**src/assert_macros.svh**
```systemverilog
// assertion macros used by the rtl top level
// define NO_ASSERTIONS to compile them out
`ifndef ASSERT_MACROS_SVH
`define ASSERT_MACROS_SVH
`ifndef NO_ASSERTIONS
`define ASSERT_CLK_RST(lbl, clk, rstn, prop) \
    lbl: assert property (@(posedge clk) disable iff (!(rstn)) prop) \
        else $error("assertion failed");
`define ASSERT_CLK(lbl, clk, prop) \
    lbl: assert property (@(posedge clk) prop) \
        else $error("assertion failed");
`else
`define ASSERT_CLK_RST(lbl, clk, rstn, prop)
`define ASSERT_CLK(lbl, clk, prop)
`endif
`endif

```
**src/edtf_pkg.sv**
```systemverilog
// types and constants of the event digest and tier filter
// no dependencies
package edtf_pkg;

    localparam logic [63:0] DIGEST_SEED = 64'h517c_c1b7_2722_0a95;
    localparam int          KIND_CODES  = 32;
    localparam int          FOLD_BYTES  = 24;
    localparam int          CNT_W       = $clog2(FOLD_BYTES);

    typedef enum logic [1:0] {
        TIER_FORENSIC  = 2'd0,
        TIER_OPS_LIGHT = 2'd1,
        TIER_ULTRA_MIN = 2'd2
    } t_tier;

    typedef enum logic {
        REQ_EMIT    = 1'b0,
        REQ_RESTART = 1'b1
    } t_req;

    localparam logic CFG_TIER = 1'b0;
    localparam logic CFG_MASK = 1'b1;

    typedef enum logic [1:0] {
        ST_IDLE,
        ST_HASH,
        ST_DONE
    } t_state;

    typedef struct packed {
        logic        req_type;
        logic [4:0]  kind;
        logic [63:0] entity;
        logic [63:0] aux;
    } t_edtf_in;

    typedef struct packed {
        logic        retained;
        logic [4:0]  out_kind;
        logic [63:0] out_entity;
        logic [63:0] out_aux;
        logic [63:0] digest_now;
        logic [31:0] emitted_total;
        logic [31:0] filtered_total;
    } t_edtf_out;

endpackage

```
**src/edtf_fnv_step.sv**
```systemverilog
// one fnv-1a byte round: xor the byte in, multiply by the 64-bit prime
// prime is 2^40 + 0x1b3, so the product is a shift plus a small constant multiply
module edtf_fnv_step (
    input  logic [63:0] i_digest,
    input  logic [7:0]  i_byte,
    output logic [63:0] o_digest
);
    logic [63:0] w_mix;

    assign w_mix    = i_digest ^ {56'd0, i_byte};
    assign o_digest = {w_mix[23:0], 40'd0} + (w_mix * {55'd0, 9'h1b3});

endmodule

```
**src/event_digest_and_tier_filter_top.sv**
```systemverilog
// event digest and tier filter, top level
// depends on edtf_pkg, edtf_fnv_step and assert_macros.svh
//
// usage
//   input channel i_in_valid / o_in_ready carries one request: an emit event or
//   a restart. output channel o_out_valid / i_out_ready carries one result per
//   request. config writes (i_cfg_we, i_cfg_index, i_cfg_data) are taken at
//   once and must only happen while the block is idle.
//   an emit request folds 24 bytes into the digest, one byte per cycle through
//   a single fnv round unit in the hash state; the result then passes through
//   the done state into the output register. the block takes no new request
//   until that result is registered. a restart needs no folding: it goes from
//   idle straight to the done state.
//   the block takes the next request while a finished result still waits in
//   the output register; a new result waits in a done state until the
//   receiver takes the old one, and no request is lost while stalled.
//   synchronous reset restores tier forensic, mask zero, digest seed and
//   zero counters, and empties the output register.
module event_digest_and_tier_filter_top (
    input  logic               i_clk,
    input  logic               i_rst_n,
    input  logic               i_in_valid,
    output logic               o_in_ready,
    input  edtf_pkg::t_edtf_in  i_in,
    output logic               o_out_valid,
    input  logic               i_out_ready,
    output edtf_pkg::t_edtf_out o_out,
    input  logic               i_cfg_we,
    input  logic               i_cfg_index,
    input  logic [31:0]        i_cfg_data
);
    import edtf_pkg::*;
    `include "assert_macros.svh"

    t_state            r_state, n_state;
    t_tier             r_tier;
    logic [31:0]       r_mask;
    logic [63:0]       r_digest;
    logic [31:0]       r_seq;
    logic [31:0]       r_emitted;
    logic [31:0]       r_filtered;
    logic [8*FOLD_BYTES-1:0] r_bytes;
    logic [CNT_W-1:0]  r_cnt;
    logic              r_keep;
    logic [4:0]        r_kind;
    logic [63:0]       r_entity;
    logic [63:0]       r_aux;
    logic              r_out_valid;
    t_edtf_out         r_out;

    logic              w_accept;
    logic              w_last;
    logic              w_load_out;
    logic              w_kept;
    logic [63:0]       w_round;
    t_edtf_out         w_result;

    edtf_fnv_step u_fnv (
        .i_digest (r_digest),
        .i_byte   (r_bytes[7:0]),
        .o_digest (w_round)
    );

    assign w_accept = i_in_valid && o_in_ready;
    assign w_last   = (r_cnt == CNT_W'(FOLD_BYTES - 1));

    always_comb begin
        case (r_tier)
            TIER_FORENSIC:  w_kept = 1'b1;
            TIER_OPS_LIGHT: w_kept = (int'(i_in.kind) < KIND_CODES) && r_mask[i_in.kind];
            default:        w_kept = 1'b0;
        endcase
    end

    // state register
    always_ff @(posedge i_clk) begin
        if (!i_rst_n) begin
            r_state <= ST_IDLE;
        end else begin
            r_state <= n_state;
        end
    end

    // next state and handshake
    always_comb begin
        n_state    = r_state;
        o_in_ready = 1'b0;
        w_load_out = 1'b0;
        case (r_state)
            ST_IDLE: begin
                o_in_ready = 1'b1;
                if (i_in_valid) begin
                    n_state = (i_in.req_type == REQ_RESTART) ? ST_DONE : ST_HASH;
                end
            end
            ST_HASH: begin
                if (w_last) begin
                    n_state = ST_DONE;
                end
            end
            ST_DONE: begin
                if (!r_out_valid || i_out_ready) begin
                    w_load_out = 1'b1;
                    n_state    = ST_IDLE;
                end
            end
            default: begin
                n_state = ST_IDLE;
            end
        endcase
    end

    // configuration
    always_ff @(posedge i_clk) begin
        if (!i_rst_n) begin
            r_tier <= TIER_FORENSIC;
            r_mask <= '0;
        end else if (i_cfg_we) begin
            if (i_cfg_index == CFG_TIER) begin
                if (i_cfg_data[1:0] <= TIER_ULTRA_MIN) begin
                    r_tier <= t_tier'(i_cfg_data[1:0]);
                end
            end else if (i_cfg_index == CFG_MASK) begin
                r_mask <= i_cfg_data;
            end
        end
    end

    // digest and counters
    always_ff @(posedge i_clk) begin
        if (!i_rst_n) begin
            r_digest   <= DIGEST_SEED;
            r_seq      <= '0;
            r_emitted  <= '0;
            r_filtered <= '0;
            r_cnt      <= '0;
            r_keep     <= 1'b0;
        end else if (w_accept) begin
            r_cnt <= '0;
            if (i_in.req_type == REQ_RESTART) begin
                r_digest <= DIGEST_SEED;
                r_seq    <= '0;
                r_keep   <= 1'b0;
            end else begin
                r_keep <= w_kept;
            end
        end else if (r_state == ST_HASH) begin
            r_digest <= w_round;
            r_cnt    <= w_last ? '0 : r_cnt + CNT_W'(1);
            if (w_last) begin
                r_seq     <= r_seq + 32'd1;
                r_emitted <= r_emitted + 32'd1;
                if (!r_keep) begin
                    r_filtered <= r_filtered + 32'd1;
                end
            end
        end
    end

    // byte shifter and event hold
    always_ff @(posedge i_clk) begin
        if (w_accept) begin
            r_bytes  <= {i_in.aux, i_in.entity, 27'd0, i_in.kind, r_seq};
            r_kind   <= i_in.kind;
            r_entity <= i_in.entity;
            r_aux    <= i_in.aux;
        end else if (r_state == ST_HASH) begin
            r_bytes <= {8'd0, r_bytes[8*FOLD_BYTES-1:8]};
        end
    end

    always_comb begin
        w_result.retained       = r_keep;
        w_result.out_kind       = r_keep ? r_kind : 5'd0;
        w_result.out_entity     = r_keep ? r_entity : 64'd0;
        w_result.out_aux        = r_keep ? r_aux : 64'd0;
        w_result.digest_now     = r_digest;
        w_result.emitted_total  = r_emitted;
        w_result.filtered_total = r_filtered;
    end

    // output register
    always_ff @(posedge i_clk) begin
        if (!i_rst_n) begin
            r_out_valid <= 1'b0;
        end else if (w_load_out) begin
            r_out_valid <= 1'b1;
        end else if (i_out_ready) begin
            r_out_valid <= 1'b0;
        end
    end

    always_ff @(posedge i_clk) begin
        if (w_load_out) begin
            r_out <= w_result;
        end
    end

    assign o_out_valid = r_out_valid;
    assign o_out       = r_out;

    `ASSERT_CLK_RST(a_restart_seed, i_clk, i_rst_n,
        (w_accept && i_in.req_type == REQ_RESTART) |=> (r_digest == DIGEST_SEED && r_seq == '0))
    `ASSERT_CLK_RST(a_cnt_range, i_clk, i_rst_n, (r_cnt <= CNT_W'(FOLD_BYTES - 1)))
    `ASSERT_CLK_RST(a_emit_on_last, i_clk, i_rst_n,
        (r_emitted != $past(r_emitted)) |-> $past(r_state == ST_HASH && w_last))
    `ASSERT_CLK_RST(a_filter_with_emit, i_clk, i_rst_n,
        (r_filtered != $past(r_filtered)) |-> (r_emitted != $past(r_emitted)))
    `ASSERT_CLK(a_reset_empty, i_clk, !i_rst_n |=> !o_out_valid)

endmodule

```
**config.mk**
```make
export PLATFORM = sky130hd
export DESIGN_NAME = event_digest_and_tier_filter_top
export DESIGN_NICKNAME = d
export VERILOG_FILES = /design/src/edtf_pkg.sv /design/src/edtf_fnv_step.sv /design/src/event_digest_and_tier_filter_top.sv
export VERILOG_INCLUDE_DIRS = /design/src /design/src/src
export SDC_FILE = /design/constraint.sdc
export NUM_CORES = 2
export LEC_CHECK = 0
export CAP_MARGIN = 20
export CORE_UTILIZATION = 58
export CTS_CLUSTER_DIAMETER = 100
export DETAILED_ROUTE_END_ITERATION = 10
export DONT_BUFFER_PORTS = 1
export GPL_ROUTABILITY_DRIVEN = 0
export PLACE_DENSITY = 0.77
export REMOVE_ABC_BUFFERS = 1
export SLEW_MARGIN = 15
export SYNTH_ARGS = -nofsm -noshare
export SYNTH_HDL_FRONTEND = slang
export SYNTH_SLANG_ARGS = --single-unit
```
**constraint.sdc**
```tcl
create_clock -name i_clk -period 14.5 [get_ports i_clk]
set_clock_uncertainty 0.1 [all_clocks]
set_input_delay 2.175 -clock i_clk [delete_from_list [all_inputs] [get_ports i_clk]]
set_output_delay 2.175 -clock i_clk [all_outputs]
set_load 0.02 [all_outputs]
```
==> flow_summary.json <==
{
  "slowest_stage": "xnor2_1",
  "ys.warnings.count": 0,
  "grt_first_pass_wirelength_um": 146000,
  "ys_ff_latch": 790,
  "synth.most_common_cell": "edfxtp_1",
  "ant_nets": 0,
  "startpoint_type": "flip-flop",
  "syn_inst": 3340,
  "cts_max_level": 3,
  "start_util": 0.589,
  "hold_buffers": 0,
  "cp.required_ns": 14.91,
  "critPathArrivalTime_ns": 6.90,
  "final_layout_size_suffix_gt1_frac": 0.0573,
  "synth_top_area_share": 0.414,
  "dp_hpwl_um": 67800,
  "worst_pin_slew_ns": 1.11,
  "syn_area_per_cell_um2": 12.2,
  "worstSetupPathType": "reg -> reg",
  "root_buffer": "clkbuf_16",
  "status": "finished, final reports clean",
  "rsz0062_at_grt": "false",
  "stdcell_count": 4298,
  "path_cells": "xnor2_1 -> inv_1 -> ha_1 -> xor2_1 -> ha_1 -> ha_1 -> inv_1 -> fa_1 -> inv_1 -> ha_1 -> inv_1 -> fa_1 -> nor2b_1 -> o31a_2 -> o21ai_1 -> o31ai_2 -> a2bb2oi_1 -> o21ai_2 -> a41oi_2 -> o21bai_1 -> xnor2_1 -> o21ai_0",
  "grt-ovfl-total": 0,
  "die_w_um": 267,
  "setup_viol": 0,
  "dpl.cell_count": 4145,
  "num_vias": 24874,
  "route.detailed.drc": 0,
  "firstDrtPassIters": 5,
  "cts_sinks": 790,
  "fmax_ghz": 0.154,
  "nets": 3881,
  "post_drt_wl_per_cell_um": 21.8,
  "avgViaCountPerCell": 5.79,
  "syn_area_um2": 40600,
  "die_area_um2": 71100,
  "finalCritPeriodShare": 0.448,
  "finalHoldViolCount": 0,
  "globalRouteTotalUtil": 0.266,
  "cts_tree": "yes",
  "post_cts_buffers": 0,
  "syn_to_final_growth_pct": 8.35,
  "num_rows": 96,
  "cts_made_buffers": 81,
  "async_flop_share": 0,
  "clkLatencyLatePin_ns": 0.65,
  "synth_edf_count": 560,
  "synth_top_cell_by_area": "edfxtp_1",
  "diodes": 0,
  "grt_max_degree": 159,
  "max-slew-margin-rel": 0.257,
  "clk_pin_slew_ns": 0.06,
  "period_needed_ns": 6.49,
  "grt_pass1_vias": 25906,
  "ys_top_cells_by_count": "edfxtp_1 (560), inv_1 (451), nand2_1 (255)",
  "cts_buffer_depth": 3,
  "dr_wl_met3_um": 7550,
  "wl_met2_um": 46800,
  "antenna_found_initial": 1,
  "yosysSeqAreaShare": 0.527,
  "drt_iter0_drc": 1694,
  "path_max_fanout": 5,
  "ys_types": 91,
  "endpoint_kind": "flip-flop",
  "min_path_type": "reg -> reg",
  "max_cap_viol_count": 0,
  "fp.dieH_um": 267,
  "post_cts_resized": 0,
  "slowest_delay_ns": 0.70,
  "drv_slew": 0,
  "io_buffers": 0,
  "wirelength_um": 93700,
  "routed.top_layer": "met4",
  "wl_met1_um": 35100,
  "synthTopCellsByArea": "edfxtp_1 (41%), dfxtp_1 (11%), fa_1 (10%)",
  "core_area_um2": 68900,
  "ios": 436,
  "synth-main-ff-cell": "edfxtp_1",
  "hold_ws_ns": 0.343
}
## final timing paths
| check | cells after the start | to | from | slack (ns) |
|---|---|---|---|---|
| worst max-delay path | 22 | r_digest[61] | r_bytes[0] | 8.01 |
| worst min-delay path | 2 | r_bytes[51] | r_bytes[59] | 0.34 |
| worst max register to register | 22 | r_digest[61] | r_bytes[0] | 8.01 |
| worst min register to register | 2 | r_bytes[51] | r_bytes[59] | 0.34 |
## cells by family after synthesis
kind of cell,after synthesis,synth area share
DFF,790,0.527
and+or+nand+nor,767,0.0979
buffers and inverters,591,0.0573
AOI/OAI and AO/OA,558,0.100
adders and majority gates,410,0.165
xor gates and xnor gates,211,0.0455
muxes,13,0.00629
## metrics by stage
step / setup TNS [ns] / utilization / cell area [um2] / setup slack (ns)
2_1_floorplan: -81.35 / - / 40000 / -0.311
3_3_place_gp: 0 / 0.599 / 41300 / 8.32
3_5_place_dp: 0 / 0.599 / 41300 / 8.17
4_1_cts: 0 / 0.638 / 44000 / 8.07
5_1_grt: 0 / 0.638 / 44000 / 7.83
6_report: 0 / 0.638 / 44000 / 8.01
## cells in the final DEF (no fill, tap or decap), types with 16 or more instances in the layout
cell type and instances:
fa_1 210, a22o_1 157, nor2b_1 27, and3_1 31
and2_1 205, clkbuf_16 82, o22a_1 17, or3_1 21
nor3_1 16, nand4_1 35, nand3_1 47, o21ai_0 113
ha_1 200, nand2_1 254, a21o_1 52, xnor2_1 123
xor2_1 88, a21oi_1 73, edfxtp_1 560, inv_1 451
clkbuf_1 21, nor2_1 84, a21boi_0 50, dfxtp_1 229
## area by class of cell
type	count	area, um2
timing repair buffer	15	153
fill	5099	24900
tap	931	1160
multi-input combinational	1959	16900
sequential	790	21400
inverter	452	1700
clock buffer	103	2130
clock inverter	48	531
## critical path, delay by kind of cell, from the launching register on
family / cells / cell delay (ns)
AOI/OAI and AO/OA: 8 / 1.93
xor gates and xnor gates: 3 / 1.01
adders and majority gates: 6 / 2.13
buffers and inverters: 4 / 0.41
DFF: 1 / 0.43
and+or+nand+nor: 1 / 0.32
## state kept, by name (all words and copies together), names as in the netlist, 2 cells and up
| register | cells |
|---|---|
| r_state | 2 |
| r_emitted | 32 |
| r_entity | 64 |
| r_bytes | 192 |
| r_digest | 64 |
| o_out | 262 |
| r_filtered | 32 |
| r_aux | 64 |
| r_cnt | 5 |
| r_tier | 2 |
| r_mask | 32 |
| r_seq | 32 |
| r_kind | 5 |
## per-layer routing
layer  GRT usage  vias to the layer above
met3      0.0655                      235
met1       0.321                    12308
met4       0.115                        0
li1            -                    11332
met5           0                        -
met2       0.453                      999
Power is not shown: default switching activity piles up to over one toggle a cycle in this logic, so the estimate is an artifact.
